$ cat config.mk
export PLATFORM = sky130hd
export DESIGN_NAME = kpq_cell
export DESIGN_NICKNAME = d
export VERILOG_FILES = /design/src/hw/rtl/kpq_pkg.sv /design/src/hw/rtl/kpq_cell.sv
export SDC_FILE = /design/constraint.sdc
export NUM_CORES = 1
export LEC_CHECK = 0
export BUFFER_PORTS_ARGS = -buffer_cell sky130_fd_sc_hd__buf_2
export CORE_AREA = 2 2 266 268
export DETAILED_ROUTE_END_ITERATION = 6
export DIE_AREA = 0 0 268 270
export PLACE_DENSITY_LB_ADDON = 0.12
export SYNTH_ARGS = -nofsm -noshare
export SYNTH_HDL_FRONTEND = slang
export SYNTH_SLANG_ARGS = --single-unit
$ cat constraint.sdc
create_clock -name clk -period 11.01 [get_ports clk]
set_clock_uncertainty 0.1 [all_clocks]
set_input_delay 0.5505 -clock clk [delete_from_list [all_inputs] [get_ports clk]]
set_output_delay 0.5505 -clock clk [all_outputs]
set_load 0.05 [all_outputs]
$ cat src/hw/rtl/kpq_pkg.sv
// Shared types, constants and key helpers for the keyed priority queue table.
package kpq_pkg;

    localparam int DEF_CAPACITY = 32;
    localparam int KEY_CHARS    = 16;
    localparam int KEY_MAX      = 16;
    localparam int KEY_W        = 8 * KEY_MAX;
    localparam int PRIO_W       = 8;
    localparam int SLOT_W       = 5;
    localparam int MODE_W       = 2;
    localparam int COUNT_W      = 6;
    localparam int IN_DATA_W    = 144;
    localparam int OUT_DATA_W   = 144;
    localparam int OUT_USED_W   = 1 + COUNT_W + KEY_W + PRIO_W;

    typedef enum logic [MODE_W-1:0] {
        MODE_ADD    = 2'd0,
        MODE_REMOVE = 2'd1,
        MODE_CLEAR  = 2'd2,
        MODE_READ   = 2'd3
    } mode_t;

    typedef enum logic [2:0] {
        ST_IDLE,
        ST_MATCH,
        ST_APPLY,
        ST_REMOVE,
        ST_SORT,
        ST_ROTATE,
        ST_DONE
    } state_t;

    typedef enum logic [2:0] {
        CELL_HOLD,
        CELL_MATCH,
        CELL_APPLY,
        CELL_REMOVE,
        CELL_SORT,
        CELL_ROTATE
    } cell_op_t;

    typedef struct packed {
        cell_op_t            op;
        logic                phase;
        logic                found;
        logic [KEY_W-1:0]    key;
        logic [KEY_W-1:0]    key_fold;
        logic [PRIO_W-1:0]   prio;
        logic [SLOT_W-1:0]   slot;
    } cell_ctrl_t;

    // Cut the key at its first zero character or after KEY_CHARS characters.
    function automatic logic [KEY_W-1:0] normalize_key(input logic [KEY_W-1:0] k);
        logic [KEY_W-1:0] r;
        logic             live;
        r    = '0;
        live = 1'b1;
        for (int i = 0; i < KEY_MAX; i++)
        begin
            if (k[KEY_W-1-8*i -: 8] == 8'h00 || i >= KEY_CHARS)
            begin
                live = 1'b0;
            end
            if (live)
            begin
                r[KEY_W-1-8*i -: 8] = k[KEY_W-1-8*i -: 8];
            end
        end
        return r;
    endfunction

    // Fold A..Z to a..z in every character.
    function automatic logic [KEY_W-1:0] fold_key(input logic [KEY_W-1:0] k);
        logic [KEY_W-1:0] r;
        logic [7:0]       c;
        r = k;
        for (int i = 0; i < KEY_MAX; i++)
        begin
            c = k[8*i +: 8];
            if (c >= 8'h41 && c <= 8'h5A)
            begin
                r[8*i +: 8] = c + 8'h20;
            end
        end
        return r;
    endfunction

endpackage

$ cat src/hw/rtl/kpq_cell.sv
// One table entry: key and priority storage with its local match, shift and swap logic.
module kpq_cell
    import kpq_pkg::*;
#(
    parameter int CAPACITY = DEF_CAPACITY,
    parameter int IDX      = 0
)
(
    input  logic                              clk,
    input  logic                              rst_n,
    input  cell_ctrl_t                        ctrl,
    input  logic [$clog2(CAPACITY+1)-1:0]     count,
    input  logic [KEY_W-1:0]                  prev_key,
    input  logic [PRIO_W-1:0]                 prev_prio,
    input  logic [KEY_W-1:0]                  next_key,
    input  logic [PRIO_W-1:0]                 next_prio,
    output logic [KEY_W-1:0]                  key,
    output logic [PRIO_W-1:0]                 prio,
    output logic                              match
);

    logic [KEY_W-1:0]  key_reg;
    logic [KEY_W-1:0]  key_next;
    logic [PRIO_W-1:0] prio_reg;
    logic [PRIO_W-1:0] prio_next;
    logic              match_reg;
    logic              match_next;
    logic              valid;
    logic              lower_side;
    logic              swap_lo;
    logic              swap_hi;

    always_comb
    begin
        valid      = IDX < int'(count);
        lower_side = ((IDX % 2) == int'(ctrl.phase));
        // Swap only strictly inverted pairs so equal priorities keep their order.
        swap_lo    = lower_side && ((IDX + 1) < int'(count)) && (prio_reg < next_prio);
        swap_hi    = !lower_side && (IDX != 0) && valid && (prev_prio < prio_reg);
    end

    always_comb
    begin
        key_next   = key_reg;
        prio_next  = prio_reg;
        match_next = match_reg;
        unique case (ctrl.op)
            CELL_HOLD:
            begin
            end
            CELL_MATCH:
            begin
                match_next = valid && (fold_key(key_reg) == ctrl.key_fold);
            end
            CELL_APPLY:
            begin
                if (ctrl.found)
                begin
                    if (match_reg)
                    begin
                        prio_next = ctrl.prio;
                    end
                end
                else if (IDX == int'(count))
                begin
                    key_next  = ctrl.key;
                    prio_next = ctrl.prio;
                end
            end
            CELL_REMOVE:
            begin
                if (IDX >= int'(ctrl.slot))
                begin
                    key_next  = next_key;
                    prio_next = next_prio;
                end
            end
            CELL_SORT:
            begin
                if (swap_lo)
                begin
                    key_next  = next_key;
                    prio_next = next_prio;
                end
                else if (swap_hi)
                begin
                    key_next  = prev_key;
                    prio_next = prev_prio;
                end
            end
            CELL_ROTATE:
            begin
                key_next  = next_key;
                prio_next = next_prio;
            end
            default:
            begin
            end
        endcase
    end

    always_ff @(posedge clk)
    begin
        key_reg  <= key_next;
        prio_reg <= prio_next;
    end

    always_ff @(posedge clk or negedge rst_n)
    begin
        if (!rst_n)
        begin
            match_reg <= 1'b0;
        end
        else
        begin
            match_reg <= match_next;
        end
    end

    assign key   = key_reg;
    assign prio  = prio_reg;
    assign match = match_reg;

endmodule

Word-level counts from Yosys, hierarchy flattened
Cells that the tools add are included.
{"block": "word_totals", "register_bits": 137, "latch_bits": 0, "mem_bits_rw": 0, "romBits": 0, "in_bits": 554, "out_inout_bits": 137, "word_cells": 134, "mem_count": 0}
{"block": "classes", "n_addsub": 16, "n_mul": 0, "div_mod_pow": 0, "magnitude_cmp": 36, "n_eq_ne": 12, "n_shift": 0, "mux": 43, "n_bitwise": 1, "reduce_logical": 23}
{"cell": "$mux W128", "n": 4}
{"cell": "$pmux W128 S4", "n": 1}
{"cell": "$mux W8", "n": 37}
{"cell": "$add A8 B6 Y8 const B", "n": 16}
{"cell": "$eq A128 B128 Y1", "n": 1}
{"cell": "$ge A8 B7 Y1 const B", "n": 16}
{"cell": "$le A8 B7 Y1 const B", "n": 16}
{"cell": "$pmux W8 S4", "n": 1}
{"cell": "$logic_and A1 B1 Y1", "n": 19}
{"cell": "$lt A1 B6 Y1 const A", "n": 2}
{"cell": "$reduce_and A5 Y1", "n": 2}
{"cell": "$lt A8 B8 Y1", "n": 1}
{"cell": "$ne A2 B2 Y1 const B", "n": 4}
{"cell": "$eq A3 B2 Y1 const B", "n": 2}
{"cell": "$eq A3 B3 Y1 const B", "n": 2}
{"cell": "$logic_not A6 Y1", "n": 1}
{"cell": "$ne A3 B3 Y1 const B", "n": 2}
{"cell": "$ge A1 B5 Y1 const A", "n": 1}
{"cell": "$reduce_bool A4 Y1", "n": 1}
{"cell": "$eq A3 B1 Y1 const B", "n": 1}
{"cell": "$not A1 Y1", "n": 1}

Logic depth before layout (Yosys ltp)
{"block": "depth", "ltp_word": 6, "mapped_depth": 8, "ltp_nobuf": 8}

Least setup slack after synthesis
OpenSTA, ideal clock, no wires.
{"block": "synth_timing", "path_kind": "reg-to-reg", "startpoint": "register prio_reg[1] (netlist: prio[1])", "endpoint": "register key_reg[0] (netlist: key[0]), enable pin", "setup_time_ns": 0.658, "t_arrival_ns": 8.067, "required_time_ns": 10.252, "path_slack_ns": 2.185, "path_stages_with_launch": 8, "n_path_buf": 0, "period_less_slack_ns": 8.825, "path_cell_list": "edfxtp_1 > ha_1 > a21o_1 > a21o_1 > a21o_1 > a21o_1 > a211o_1 > a21oi_1"}
{"block": "synth_via", "elab_chain_len": 4}
{"element": "from (decl)", "line_no": "kpq_cell.sv:24", "rtl": "logic [PRIO_W-1:0] prio_reg;"}
{"element": "from (signal assigned)", "line_no": "kpq_cell.sv:105", "rtl": "prio_reg <= prio_next;"}
{"element": "$lt A8 B8 Y1", "line_no": "kpq_cell.sv:38", "rtl": "swap_lo = lower_side && ((IDX + 1) < int'(count)) && (prio_reg < next_prio);"}
{"element": "$logic_and A1 B1 Y1", "line_no": "kpq_cell.sv:38"}
{"element": "$ne A2 B2 Y1 (no source line)"}
{"element": "$reduce_and A5 Y1 (no source line)"}
{"element": "to (signal assigned)", "line_no": "kpq_cell.sv:104", "rtl": "key_reg <= key_next;"}
{"element": "to (decl)", "line_no": "kpq_cell.sv:22", "rtl": "logic [KEY_W-1:0] key_reg;"}
No other way between the ends.
A chain may end at the register's enable or synchronous reset.

Final worst setup path
{"block": "layout_timing", "startpoint": "register prio_reg[1] (netlist: prio[1])", "endpoint": "register key_reg[88] (netlist: key[88]), enable pin"}
The elaborated chain is that of the path after synthesis.

==> results by group <==
GRT
  – Vias in the first global route: around 9300
  – Overall Global Routing Usage: 0.152
  – Overflow after GRT: 0
  – First-pass GRT wire length: between 70000 and 80000 µm
  – Initial antenna violation count: 32
  – Largest net degree at the start of global routing: 63

Floorplanning
  – Row count: just under 100
  – Die area: approximately 72000 µm²
  – Die span in y: 270 µm
  – Num ports: around 690
  – Core box area: roughly 70000 µm²
  – Chip Width: 268 µm
  – Initial Utilization: 0.132

Synthesis
  – Distinct cell type count after synthesis: 72
  – EDFF count, synth: 136
  – Sequential fraction of the synthesis area: 0.446
  – Ys async rst share: 0.00730
  – Post-Syn Area: around 9200 µm²
  – Flops & latches, synth: between 100 and 150
  – Synth top area share: 0.443
  – Syn Area/Cell: roughly 12 µm²
  – Top post-synthesis cells by area: edfxtp_1, mux2_2, xnor2_1
  – Leading area contributor after synthesis: edfxtp_1
  – Mapped Cells: roughly 800
  – Commonest cells post-synth: edfxtp_1, mux2_2, xnor2_1
  – Syn. warnings: 0
  – Synth Net Count: 1379
  – Ys flop type: edfxtp_1
  – Most frequent cell after synthesis: edfxtp_1

Placement
  – Dpl hpwl: roughly 49000 µm
  – Pre-CTS setup slack: 6.95 ns
  – RePlAce Congestion: just under 0.8
  – PortBufs: around 550

Worst setup path
  – Reg2reg path depth: 8
  – Critical R2R Launch: prio[1]$_DFFE_PP_
  – R2R Path End: key[88]$_DFFE_PP_
  – CP delay by family, top: compound AO/OA/AOI/OAI gates
  – Flop-to-flop setup slack: approximately 7.4 ns
  – Worst EP required: approximately 11 ns
  – Nature of the critical path endpoint: register
  – Kind of critical path: reg2reg
  – Crit-path cells: ha_1, a21o_1, a21o_1, a21o_1, a21o_1, a211o_1, a21oi_4, buf_4
  – Crit path largest cell delay: approximately 0.74 ns
  – Arrival @ worst endpoint: roughly 3.6 ns
  – Most frequent CP cell: a21o_1
  – Startpoint Class: register
  – Buf/Inv on CP: 1
  – Critical-path cell with the highest stage delay: buf_4
  – Max Fanout on Critical Path: 57

Flow run
  – Maxcap violations: 0

Hold path
  – Hold path start: ctrl[12]
  – Hold Path Class: in2reg
  – Hold path endpoint: prio[7]$_DFFE_PP_
  – Hold path depth: 3

Timing
  – TNS Setup: 0 ns
  – Hold Vio Cnt, Final: 0
  – Tcrit/Tclk final: 0.328
  – Pins Over Slew Limit: 0
  – RSZ-0062 raised after global routing: false
  – Final WS setup: about 7.4 ns
  – Final setup violation count: 0
  – Worst-margin pin slew: 1.05 ns
  – Max Clk Rate: 277 MHz
  – Slew headroom: 0.281
  – Tmin final: around 3.6 ns

CTS
  – H-tree levels: 4
  – CTS resizes: 0
  – TritonCTS clock tree: yes
  – CTS sink count: 137
  – Skew-Pair Late Insertion Delay: ~0.48 ns
  – TritonCTS Buffers: 17
  – Post-CTS Setup Bufs: 0
  – CTS clk-pin slew, worst paths: ~0.070 ns
  – Max Buffers Root-to-Sink: 2
  – Clock root cell: clkbuf_16
  – Hold Buf Count CTS: 1

Power and ir drop
  – Maximum VDD drop: 84.1 µV
  – Leak: 5.65 nW
  – Power density cells: roughly 140 nW/µm²

Cells and area
  – Area Growth Syn to Fin: 49.3%
  – Layout cell share with drive strength beyond 1: 0.529
  – Multi-input logic area: between 4000 and 5000 µm²
  – Largest register FFs: around 130
  – Final #Nets: just under 2000
  – Finished Core Util: 0.198
  – Register area: just over 4000 µm²
  – Filler cells: 7790

Detailed routing
  – DRC errors left: 0
  – 1st-pass router iterations: 5
  – DR WL/cell: 24.0 µm
  – Initial DRC count: 401
  – DRT Wirelength: between 50000 and 60000 µm
  – DRT antenna net count: 0
  – Vias: 8839
  – Post-detailed-route via-to-cell ratio: 3.80

Status
  – Run status: complete, no violations
==> worst max path at each step <==
stage | start | endpoint | slack, ns | depth (start not counted)
2_1_floorplan | prio[1]$_DFFE_PP_ | key[0]$_DFFE_PP_ | 2.19 | 7
3_3_place_gp | count[5] | key[9]$_DFFE_PP_ | 6.99 | 7
3_5_place_dp | count[5] | key[9]$_DFFE_PP_ | 6.95 | 7
4_1_cts | prio[1]$_DFFE_PP_ | key[95]$_DFFE_PP_ | 7.29 | 8
5_1_grt | prio[1]$_DFFE_PP_ | key[93]$_DFFE_PP_ | 7.19 | 8
6_report | prio[1]$_DFFE_PP_ | key[88]$_DFFE_PP_ | 7.40 | 8
==> kinds of logic (layout without fill, tap and decap cells) <==
kind of cell / Yosys count / count (layout) / synth area share
simple gates: 196 / 196 / 0.119
compound gates: 139 / 139 / 0.107
flops: 137 / 137 / 0.446
mux: 133 / 133 / 0.162
xor+xnor: 117 / 117 / 0.111
buf+inv: 55 / 633 / 0.0225
fa+ha+maj: 24 / 24 / 0.0326
other cells: 0 / 10 / 0
==> worst reg2reg max path, delay by kind of cell, from the launching register on <==
| family | cells | cell delay [ns] |
|---|---|---|
| AOI/OAI and AO/OA | 6 | 1.62 |
| adders and majority gates | 1 | 0.28 |
| buffers and inverters | 1 | 0.75 |
| DFF | 1 | 0.40 |
==> per-layer routing <==
layer / vias up / global-route usage / wire length [µm]
met5: - / 0 / 103
met4: 18 / 0.0519 / 1210
met3: 64 / 0.0418 / 3270
met2: 344 / 0.269 / 28500
met1: 4183 / 0.175 / 22900
li1: 4230 / - / -
==> layout make-up <==
type,count,area share
Inverter,40,0.0109
Multi-Input combinational cell,609,0.358
Tap cell,940,0.0855
Antenna cell,10,0.00182
Clock buffer,19,0.0315
Sequential cell,137,0.299
Clock inverter,13,0.00801
Timing Repair Buffer,561,0.206
==> placed cells by master (no fill, tap or decap), drive strengths merged, types with 6 or more instances in the layout <==
master,synthesis,final
nor2b,10,10
ha,24,24
or4,17,17
nand2,33,33
o21ai,31,31
diode,0,10
clkinv,0,10
nor4,22,22
a21oi,23,23
clkbuf,14,19
nor2,41,41
nand2b,7,7
xor2,47,47
mux2,130,130
nand3,6,6
xnor2,70,70
buf,1,560
nand4,19,19
nor3,17,17
o22ai,10,10
edfxtp,136,136
a21o,10,10
inv,40,40
==> through the flow <==
step / instances / hold slack, ns / instance area, µm² / power [mW]
2_1_floorplan: 801 / 0.155 / 9210 / 1.10
3_3_place_gp: 2286 / 0.227 / 13200 / 1.39
3_5_place_dp: 2286 / 0.227 / 13200 / 1.39
4_1_cts: 2319 / 0.216 / 13700 / 1.99
5_1_grt: 2325 / 0.231 / 13700 / 2.04
6_report: 2329 / 0.263 / 13800 / 1.93
==> power by group <==
part / internal (mW) / total, mW / switching [mW]
Clock: 0.325 / 0.575 / 0.249
Combinational: 0.212 / 0.629 / 0.417
Sequential: 0.648 / 0.729 / 0.0815
Total: 1.18 / 1.93 / 0.748
Power figures use the tool's default switching activity.
