<file path="src/hw/rtl/kpq_pkg.sv">
// Shared types, constants and key helpers for the keyed priority queue table.
package kpq_pkg;

    localparam int DEF_CAPACITY = 32;
    localparam int KEY_CHARS    = 16;
    localparam int KEY_MAX      = 16;
    localparam int KEY_W        = 8 * KEY_MAX;
    localparam int PRIO_W       = 8;
    localparam int SLOT_W       = 5;
    localparam int MODE_W       = 2;
    localparam int COUNT_W      = 6;
    localparam int IN_DATA_W    = 144;
    localparam int OUT_DATA_W   = 144;
    localparam int OUT_USED_W   = 1 + COUNT_W + KEY_W + PRIO_W;

    typedef enum logic [MODE_W-1:0] {
        MODE_ADD    = 2'd0,
        MODE_REMOVE = 2'd1,
        MODE_CLEAR  = 2'd2,
        MODE_READ   = 2'd3
    } mode_t;

    typedef enum logic [2:0] {
        ST_IDLE,
        ST_MATCH,
        ST_APPLY,
        ST_REMOVE,
        ST_SORT,
        ST_ROTATE,
        ST_DONE
    } state_t;

    typedef enum logic [2:0] {
        CELL_HOLD,
        CELL_MATCH,
        CELL_APPLY,
        CELL_REMOVE,
        CELL_SORT,
        CELL_ROTATE
    } cell_op_t;

    typedef struct packed {
        cell_op_t            op;
        logic                phase;
        logic                found;
        logic [KEY_W-1:0]    key;
        logic [KEY_W-1:0]    key_fold;
        logic [PRIO_W-1:0]   prio;
        logic [SLOT_W-1:0]   slot;
    } cell_ctrl_t;

    // Cut the key at its first zero character or after KEY_CHARS characters.
    function automatic logic [KEY_W-1:0] normalize_key(input logic [KEY_W-1:0] k);
        logic [KEY_W-1:0] r;
        logic             live;
        r    = '0;
        live = 1'b1;
        for (int i = 0; i < KEY_MAX; i++)
        begin
            if (k[KEY_W-1-8*i -: 8] == 8'h00 || i >= KEY_CHARS)
            begin
                live = 1'b0;
            end
            if (live)
            begin
                r[KEY_W-1-8*i -: 8] = k[KEY_W-1-8*i -: 8];
            end
        end
        return r;
    endfunction

    // Fold A..Z to a..z in every character.
    function automatic logic [KEY_W-1:0] fold_key(input logic [KEY_W-1:0] k);
        logic [KEY_W-1:0] r;
        logic [7:0]       c;
        r = k;
        for (int i = 0; i < KEY_MAX; i++)
        begin
            c = k[8*i +: 8];
            if (c >= 8'h41 && c <= 8'h5A)
            begin
                r[8*i +: 8] = c + 8'h20;
            end
        end
        return r;
    endfunction

endpackage

</file>
<file path="src/hw/rtl/kpq_ctrl.sv">
// Command sequencer: stream handshakes, entry count, cell commands and the result register.
module kpq_ctrl
    import kpq_pkg::*;
#(
    parameter int CAPACITY = DEF_CAPACITY
)
(
    input  logic                              clk,
    input  logic                              rst_n,
    input  logic                              s_tvalid,
    output logic                              s_tready,
    input  logic [IN_DATA_W-1:0]              s_tdata,
    input  logic [MODE_W-1:0]                 s_tuser,
    output logic                              m_tvalid,
    input  logic                              m_tready,
    output logic [OUT_DATA_W-1:0]             m_tdata,
    input  logic [CAPACITY-1:0]               match_vec,
    input  logic [KEY_W-1:0]                  head_key,
    input  logic [PRIO_W-1:0]                 head_prio,
    output cell_ctrl_t                        cell_ctrl,
    output logic [$clog2(CAPACITY+1)-1:0]     count
);

    localparam int CW = $clog2(CAPACITY + 1);
    localparam int RW = $clog2(CAPACITY);

    state_t                 state_reg;
    state_t                 state_next;
    logic [CW-1:0]          count_reg;
    logic [CW-1:0]          count_next;
    logic [RW-1:0]          rounds_reg;
    logic [RW-1:0]          rounds_next;
    logic                   out_valid_reg;
    logic                   out_valid_next;
    logic [OUT_DATA_W-1:0]  out_data_reg;
    logic [OUT_DATA_W-1:0]  out_data_next;
    logic [KEY_W-1:0]       key_reg;
    logic [KEY_W-1:0]       key_next;
    logic [KEY_W-1:0]       fold_reg;
    logic [KEY_W-1:0]       fold_next;
    logic [PRIO_W-1:0]      prio_reg;
    logic [PRIO_W-1:0]      prio_next;
    logic [SLOT_W-1:0]      slot_reg;
    logic [SLOT_W-1:0]      slot_next;
    logic                   ok_reg;
    logic                   ok_next;
    logic [KEY_W-1:0]       rd_key_reg;
    logic [KEY_W-1:0]       rd_key_next;
    logic [PRIO_W-1:0]      rd_prio_reg;
    logic [PRIO_W-1:0]      rd_prio_next;

    logic                   accept;
    logic                   load_out;
    logic                   found;
    logic                   last_round;
    mode_t                  mode_in;
    logic [KEY_W-1:0]       key_in_norm;
    logic [SLOT_W-1:0]      slot_in;
    logic                   slot_in_range;
    logic                   table_full;

    always_comb
    begin
        mode_in       = mode_t'(s_tuser);
        key_in_norm   = normalize_key({s_tdata[63:0], s_tdata[127:64]});
        slot_in       = s_tdata[140:136];
        slot_in_range = int'(slot_in) < int'(count_reg);
        table_full    = (count_reg == CW'(CAPACITY));
        found         = |match_vec;
        last_round    = (rounds_reg == RW'(CAPACITY - 1));
        accept        = s_tvalid && s_tready;
    end

    // Next state.
    always_comb
    begin
        state_next = state_reg;
        unique case (state_reg)
            ST_IDLE:
            begin
                if (accept)
                begin
                    unique case (mode_in)
                        MODE_ADD:    state_next = table_full ? ST_DONE : ST_MATCH;
                        MODE_REMOVE: state_next = slot_in_range ? ST_REMOVE : ST_DONE;
                        MODE_CLEAR:  state_next = ST_DONE;
                        MODE_READ:   state_next = slot_in_range ? ST_ROTATE : ST_DONE;
                        default:     state_next = ST_DONE;
                    endcase
                end
            end
            ST_MATCH:  state_next = ST_APPLY;
            ST_APPLY:  state_next = ST_SORT;
            ST_REMOVE: state_next = ST_DONE;
            ST_SORT:   state_next = last_round ? ST_DONE : ST_SORT;
            ST_ROTATE: state_next = last_round ? ST_DONE : ST_ROTATE;
            ST_DONE:   state_next = load_out ? ST_IDLE : ST_DONE;
            default:   state_next = ST_IDLE;
        endcase
    end

    // Outputs decoded from the state.
    always_comb
    begin
        s_tready           = (state_reg == ST_IDLE);
        load_out           = (state_reg == ST_DONE) && (!out_valid_reg || m_tready);
        cell_ctrl.phase    = rounds_reg[0];
        cell_ctrl.found    = found;
        cell_ctrl.key      = key_reg;
        cell_ctrl.key_fold = fold_reg;
        cell_ctrl.prio     = prio_reg;
        cell_ctrl.slot     = slot_reg;
        unique case (state_reg)
            ST_MATCH:  cell_ctrl.op = CELL_MATCH;
            ST_APPLY:  cell_ctrl.op = CELL_APPLY;
            ST_REMOVE: cell_ctrl.op = CELL_REMOVE;
            ST_SORT:   cell_ctrl.op = CELL_SORT;
            ST_ROTATE: cell_ctrl.op = CELL_ROTATE;
            default:   cell_ctrl.op = CELL_HOLD;
        endcase
    end

    // Datapath registers.
    always_comb
    begin
        count_next     = count_reg;
        rounds_next    = rounds_reg;
        key_next       = key_reg;
        fold_next      = fold_reg;
        prio_next      = prio_reg;
        slot_next      = slot_reg;
        ok_next        = ok_reg;
        rd_key_next    = rd_key_reg;
        rd_prio_next   = rd_prio_reg;
        out_data_next  = out_data_reg;
        out_valid_next = out_valid_reg && !m_tready;

        if (accept)
        begin
            key_next     = key_in_norm;
            fold_next    = fold_key(key_in_norm);
            prio_next    = s_tdata[135:128];
            slot_next    = slot_in;
            rd_key_next  = '0;
            rd_prio_next = '0;
            rounds_next  = '0;
            unique case (mode_in)
                MODE_ADD:    ok_next = !table_full;
                MODE_REMOVE: ok_next = slot_in_range;
                MODE_CLEAR:
                begin
                    ok_next    = (count_reg != '0);
                    count_next = '0;
                end
                MODE_READ:   ok_next = slot_in_range;
                default:     ok_next = 1'b0;
            endcase
        end

        unique case (state_reg)
            ST_APPLY:
            begin
                if (!found)
                begin
                    count_next = count_reg + CW'(1);
                end
            end
            ST_REMOVE:
            begin
                count_next = count_reg - CW'(1);
            end
            ST_SORT:
            begin
                rounds_next = rounds_reg + RW'(1);
            end
            ST_ROTATE:
            begin
                rounds_next = rounds_reg + RW'(1);
                // The head holds entry k after k rotation steps.
                if (int'(rounds_reg) == int'(slot_reg))
                begin
                    rd_key_next  = head_key;
                    rd_prio_next = head_prio;
                end
            end
            default:
            begin
            end
        endcase

        if (load_out)
        begin
            out_valid_next = 1'b1;
            out_data_next  = {{(OUT_DATA_W-OUT_USED_W){1'b0}}, rd_prio_reg,
                              rd_key_reg[63:0], rd_key_reg[KEY_W-1:64],
                              COUNT_W'(count_reg), ok_reg};
        end
    end

    always_ff @(posedge clk or negedge rst_n)
    begin
        if (!rst_n)
        begin
            state_reg     <= ST_IDLE;
            count_reg     <= '0;
            rounds_reg    <= '0;
            out_valid_reg <= 1'b0;
        end
        else
        begin
            state_reg     <= state_next;
            count_reg     <= count_next;
            rounds_reg    <= rounds_next;
            out_valid_reg <= out_valid_next;
        end
    end

    always_ff @(posedge clk)
    begin
        key_reg      <= key_next;
        fold_reg     <= fold_next;
        prio_reg     <= prio_next;
        slot_reg     <= slot_next;
        ok_reg       <= ok_next;
        rd_key_reg   <= rd_key_next;
        rd_prio_reg  <= rd_prio_next;
        out_data_reg <= out_data_next;
    end

    assign m_tvalid = out_valid_reg;
    assign m_tdata  = out_data_reg;
    assign count    = count_reg;

endmodule

</file>
<file path="config.mk">
export PLATFORM = sky130hd
export DESIGN_NAME = kpq_ctrl
export DESIGN_NICKNAME = d
export VERILOG_FILES = /design/src/hw/rtl/kpq_pkg.sv /design/src/hw/rtl/kpq_ctrl.sv
export SDC_FILE = /design/constraint.sdc
export NUM_CORES = 1
export LEC_CHECK = 0
export BUFFER_PORTS_ARGS = -buffer_cell sky130_fd_sc_hd__buf_4
export CAP_MARGIN = 25
export CORE_AREA = 10 10 283 285
export CTS_CLUSTER_DIAMETER = 50
export DETAILED_ROUTE_END_ITERATION = 7
export DIE_AREA = 0 0 293 295
export GPL_ROUTABILITY_DRIVEN = 0
export PLACE_DENSITY = 0.44
export SYNTH_ARGS = -nofsm -noshare
export SYNTH_HDL_FRONTEND = slang
export SYNTH_SLANG_ARGS = --single-unit
</file>
<file path="constraint.sdc">
create_clock -name clk -period 8.37 [get_ports clk]
set_clock_uncertainty 0.2 [all_clocks]
set_input_delay 0.4185 -clock clk [delete_from_list [all_inputs] [get_ports clk]]
set_output_delay 0.4185 -clock clk [all_outputs]
set_load 0.01 [all_outputs]
</file>
; ---- After elaboration in Yosys (flattened, before gate mapping)
; Index checks and enable logic that the tools add are counted.
[word_totals]
input_bits = 318
output_inout_bits = 426
register_bits = 564
word_cells = 195
[op_classes]
addsub = 19
n_reduce_logical = 46
n_eq_ne = 13
n_lt_le_gt_ge = 33
n_mux = 72
[ops]
columns = operator, n
row1 = two-way mux 128 bit, 3
row2 = two-way mux 8 bit, 35
row3 = adder 8 x 6 -> 8 bit (second input constant), 16
row4 = greater-or-equal comparator 8 x 7 -> 1 bit (second input constant), 16
row5 = less-or-equal comparator 8 x 7 -> 1 bit (second input constant), 16
row6 = zero test 8 bit, 16
row7 = OR reduction 32 bit, 1
row8 = one-hot mux 3 bit (7 select lines), 1
row9 = logical AND 1 bit, 19
row10 = two-way mux 6 bit, 3
row11 = two-way mux 1 bit, 17
row12 = one-hot mux 3 bit (5 select lines), 1
row13 = two-way mux 3 bit, 4
row14 = one-hot mux 3 bit (4 select lines), 1
row15 = one-hot mux 6 bit (2 select lines), 1
row16 = two-way mux 5 bit, 2
row17 = equality test 3 bit (second input constant), 3
row18 = adder 6 x 1 -> 6 bit (second input constant), 1
row19 = equality test 3 x 2 -> 1 bit (second input constant), 2
row20 = equality test 6 bit (second input constant), 1
row21 = < comparator 5 x 6 -> 1 bit, 1
row22 = two-way mux 2 bit, 3
row23 = nonzero test 6 bit, 1
row24 = subtractor 6 x 1 -> 6 bit (second input constant), 1
row25 = other kinds (14), 18

; ---- Logic depth before layout (Yosys ltp)
[logic_depth]
word_depth = 21
mapped_depth = 11

; ---- Worst setup path after synthesis
; No wires, ideal clock.
[synth_timing]
path_type = flip-flop to flip-flop
startpoint = reg state_reg[0]
endpoint = reg out_data_reg[0], in the netlist m_tdata[0] (enable)
path_buffers = 1
path_slack_ns = 0.801
stages_incl_launch_ff = 5
period_less_slack_ns = 7.569
arrival_time_ns = 6.722
cell_sequence = dfrtp_1 -> clkbuf_1 -> nor2b_1 -> nand2_1 -> nor2_1
[synth_via]
elab_chain_cells = 2
[synth_rtl]
columns = element, line
row1 = "start, declared", kpq_ctrl.sv:27  ; state_t state_reg;
row2 = "start signal, assigned", kpq_ctrl.sv:211  ; state_reg <= state_next;
row3 = equality test 3 bit, kpq_ctrl.sv:106  ; load_out = (state_reg == ST_DONE) && (!out_valid_reg || m_tready);
row4 = logical AND 1 bit, kpq_ctrl.sv:106
row5 = net load_out, kpq_ctrl.sv:53  ; logic load_out;
row6 = "end signal, assigned", kpq_ctrl.sv:227  ; out_data_reg <= out_data_next;
row7 = "end, declared", kpq_ctrl.sv:35  ; logic [OUT_DATA_W-1:0] out_data_reg;
; The timed path passes the listed nets, and every way through them passes these cells.
; A chain may end at the register's enable or synchronous reset.

; ---- Final worst setup path
[layout_timing]
startpoint = reg state_reg[0]
endpoint = reg rounds_reg[2]
[layout_via]
elab_chain_cells = 3
word_cells_on_any_way = 7
cone_classes = eq/ne (2) / mux (1) / reduce/logical (4)
[layout_rtl]
columns = element, line
row1 = zero test 3 bit, kpq_ctrl.sv:105  ; s_tready = (state_reg == ST_IDLE);
row2 = logical AND 1 bit, kpq_ctrl.sv:71  ; accept = s_tvalid && s_tready;
row3 = net accept, kpq_ctrl.sv:52  ; logic accept;
row4 = nonzero test 2 bit (no source line), n/a
row5 = "end signal, assigned", kpq_ctrl.sv:213  ; rounds_reg <= rounds_next;
row6 = "end, declared", kpq_ctrl.sv:31  ; logic [RW-1:0] rounds_reg;
; The timed path passes the listed nets, and every way through them passes these cells.

==> impl_metrics.env <==
export IMPL_status="finished clean"
export IMPL_powerDensity_nw_per_um2=270
export IMPL_setup_ws_ns=4.36
export IMPL_yosys_area_share_simple=0.191
export IMPL_grt_max_degree=144
export IMPL_syn_to_final_growth_pct=58.9
export IMPL_fin_crit_ns=4.01
export IMPL_crit_top_cell="o21ai_0"
export IMPL_first_iter_violations=788
export IMPL_die_x_um=293
export IMPL_switching_share=0.298
export IMPL_cts_root_buf="clkbuf_16"
export IMPL_final_hold_violation_count=0
export IMPL_ys_top_cells_by_area="edfxtp_1 (53%), dfxtp_1 (14%), nand2_1 (6.2%), nand3_1 (4.1%), buf_4 (3.3%)"
export IMPL_antenna_found_initial=10
export IMPL_hpwl_um=53700
export IMPL_synth_edf_count=333
export IMPL_synth_ff_type="edfxtp_1"
export IMPL_ys_warn_count=0
export IMPL_cp_max_fo=118
export IMPL_vdd_drop_max_mv=0.186
export IMPL_synth_area_um2=18800
export IMPL_cts_resized=0
export IMPL_rr_startpoint="state_reg[0]"
export IMPL_yosysTopAreaCellShare=0.531
export IMPL_synthAdderAreaFrac=0.0166
export IMPL_cts_buffers=68
export IMPL_async_flop_share=0.0310
export IMPL_ff2ff_setup_slack_ns=4.36
export IMPL_p_leak_nw=12.8
export IMPL_ys_types=62
export IMPL_grtUsageTotal=0.157
export IMPL_grt_pass1_wl_um=104000
export IMPL_path_clk_slew_ns=0.06
export IMPL_synth_compound_gate_area_share=0.0409
export IMPL_postRouteAntennaNets=0
export IMPL_cts_tree="built"
export IMPL_drt_vias_per_instance=4.33
export IMPL_cp_cell_sequence="nor3_1, nand2_4, inv_8, buf_4, buf_16, nor2_1, o21ai_0, o21ai_0"
export IMPL_place_ws_ns=4.02
export IMPL_p_clk_frac=0.359
export IMPL_cts_sinks=484
export IMPL_initial_core_util=0.254
export IMPL_yosysSeqAreaShare=0.695
export IMPL_rsz0062_at_grt="false"
export IMPL_slew_viol_final=0
export IMPL_wl_per_cell_um=20.5
export IMPL_synth_seq_cells=484
export IMPL_die_area_um2=86400
export IMPL_critPathSlowestCell="inv_8"
export IMPL_min_from="s_tdata[53]"
export IMPL_grt_pass1_vias=16100
export IMPL_power_share_combinational=0.229
export IMPL_synth_cells=1547
export IMPL_overflow=0
export IMPL_first_pass_iters=5
export IMPL_startpoint_type="flop"
export IMPL_setup_viol=0
export IMPL_crit_type="flop to flop"
export IMPL_ioPinCount=744
export IMPL_rows=100
export IMPL_die_h_um=295
export IMPL_fin_cells=3517
export IMPL_dr_total_vias=15200
export IMPL_period_share=0.479
export IMPL_cp_required_ns=8.65
export IMPL_arrival_ns=4.29
export IMPL_synth_xor_area_frac=0.00325
export IMPL_synth_fp_nets=1890
export IMPL_p_int_mw=5.67
export IMPL_place_inst=3109
export IMPL_endpoint_kind="flop"
export IMPL_relSlewSlack=0.258
export IMPL_postCtsSetupBuffers=0
export IMPL_hold_class="primary input to flop"
export IMPL_wirelength_um=72000
export IMPL_slowest_delay_ns=0.79
export IMPL_drv_cap=0
export IMPL_largest_reg_flops=143
export IMPL_final_nets=2832
export IMPL_tightest_slew_ns=1.11
export IMPL_numPortBuffers=739
export IMPL_core_region_area_um2=74200
export IMPL_drive_gt1_frac=0.349
export IMPL_clock_latency_ns=0.60
export IMPL_htreeDepth=3
export IMPL_cts_path_max_buffers=3
export IMPL_p_seq_frac=0.412
export IMPL_synth_top_family_by_area="simple AND/OR/NAND/NOR gates"
export IMPL_max_freq_mhz=249
export IMPL_switching_power_mw=2.41
export IMPL_cp_startpoint="state_reg[0]"
export IMPL_postSynthAreaPerCell_um2=12.2
export IMPL_drc_errors=0
export IMPL_cts_hold_buf=278
export IMPL_yosys_mux_area_fraction=0.000597
export IMPL_yosys_area_top_type="edfxtp_1"
export IMPL_tns_ns=0
-- per-stage QoR --
step                hold WS [ns]  instance area, um^2   util  total power, mW
floorplan                -0.0771                18800      -             4.17
global placement           0.104                24800  0.335             5.15
detailed placement         0.109                24800  0.335             5.15
CTS                      0.00386                29900  0.403             8.22
global route              0.0327                29900  0.404             8.47
finish                    0.0435                29900  0.404             8.08
-- power groups by stage --
| stage | sequential (mW) | clock, mW | combinational (mW) |
|---|---|---|---|
| finish | 3.33 | 2.90 | 1.85 |
| global route | 3.37 | 3.09 | 2.01 |
| CTS | 3.33 | 2.99 | 1.89 |
| detailed placement | 3.37 | 0 | 1.77 |
| global placement | 3.37 | 0 | 1.78 |
| floorplan | 3.57 | 0 | 0.604 |
-- kinds of logic (layout without fill, tap and decap cells) --
| logic type | Yosys count | count (layout) |
|---|---|---|
| AOI/OAI and AO/OA | 115 | 115 |
| xor gates and xnor gates | 7 | 7 |
| adders and majority gates | 25 | 25 |
| buffers and inverters | 176 | 1172 |
| DFF | 484 | 484 |
| muxes | 1 | 1 |
| other | 1 | 6 |
| and+or+nand+nor | 738 | 738 |
-- layout by cell type (no fill, tap or decap), drive strengths merged, types with 32 or more instances in the layout --
cell,instances
and2,106
and3,32
buf,750
clkbuf,80
dfxtp,136
dlygate4sd3,278
edfxtp,333
nand2,309
nand3,153
nor2,39
-- worst paths after layout --
check | end | depth (start not counted)
max | rounds_reg[2] | 8
min | key_reg[117] | 2
max reg2reg | rounds_reg[2] | 8
min reg2reg | m_tdata[46] | 0
max in group asynchronous | rounds_reg[4] | 2
min in group asynchronous | rounds_reg[2] | 2
-- synthesized netlist by cell type, types with 8 or more instances --
cell      count
a21boi_0      9
nor3_1       30
clkbuf_1     45
buf_1        18
nand2_1     309
dfrtp_1      15
edfxtp_1    333
and3_1       29
or4_1        13
buf_2         8
buf_4        83
nand3_1     153
nor2_1       39
a21oi_1      25
a21o_1        9
nor2b_1       8
and2_1       98
and2_4        8
a31oi_1      12
inv_1        20
dfxtp_1     136
nor4_1       19
nand2b_1      9
o21ai_0      16
ha_1         25
-- critical path, delay by kind of cell (launching register included) --
family / cells / cell delay (ns)
flops: 1 / 0.46
buf+inv: 3 / 1.45
simple gates: 3 / 1.24
compound gates: 2 / 0.26
-- layer usage --
metal  up-vias  global-route usage  routed length, um
li1       7310                   -                  -
met1      7193               0.171              27500
met2       628               0.268              34900
met3        90              0.0734               7900
met4         6              0.0499               1670
met5         -                   0                 38
-- area by class of cell --
class                           count  area [um^2]
Fill cell                        7140        44300
Sequential cell                   484        13100
Timing Repair Buffer             1028         8450
Multi-Input combinational cell    887         4800
Clock buffer                       80         1790
Tap cell                          969         1210
Clock inverter                     44          508
Inverter                           20         82.6
Antenna cell                        5         12.5
No activity file was read; power rests on OpenSTA's default activity.
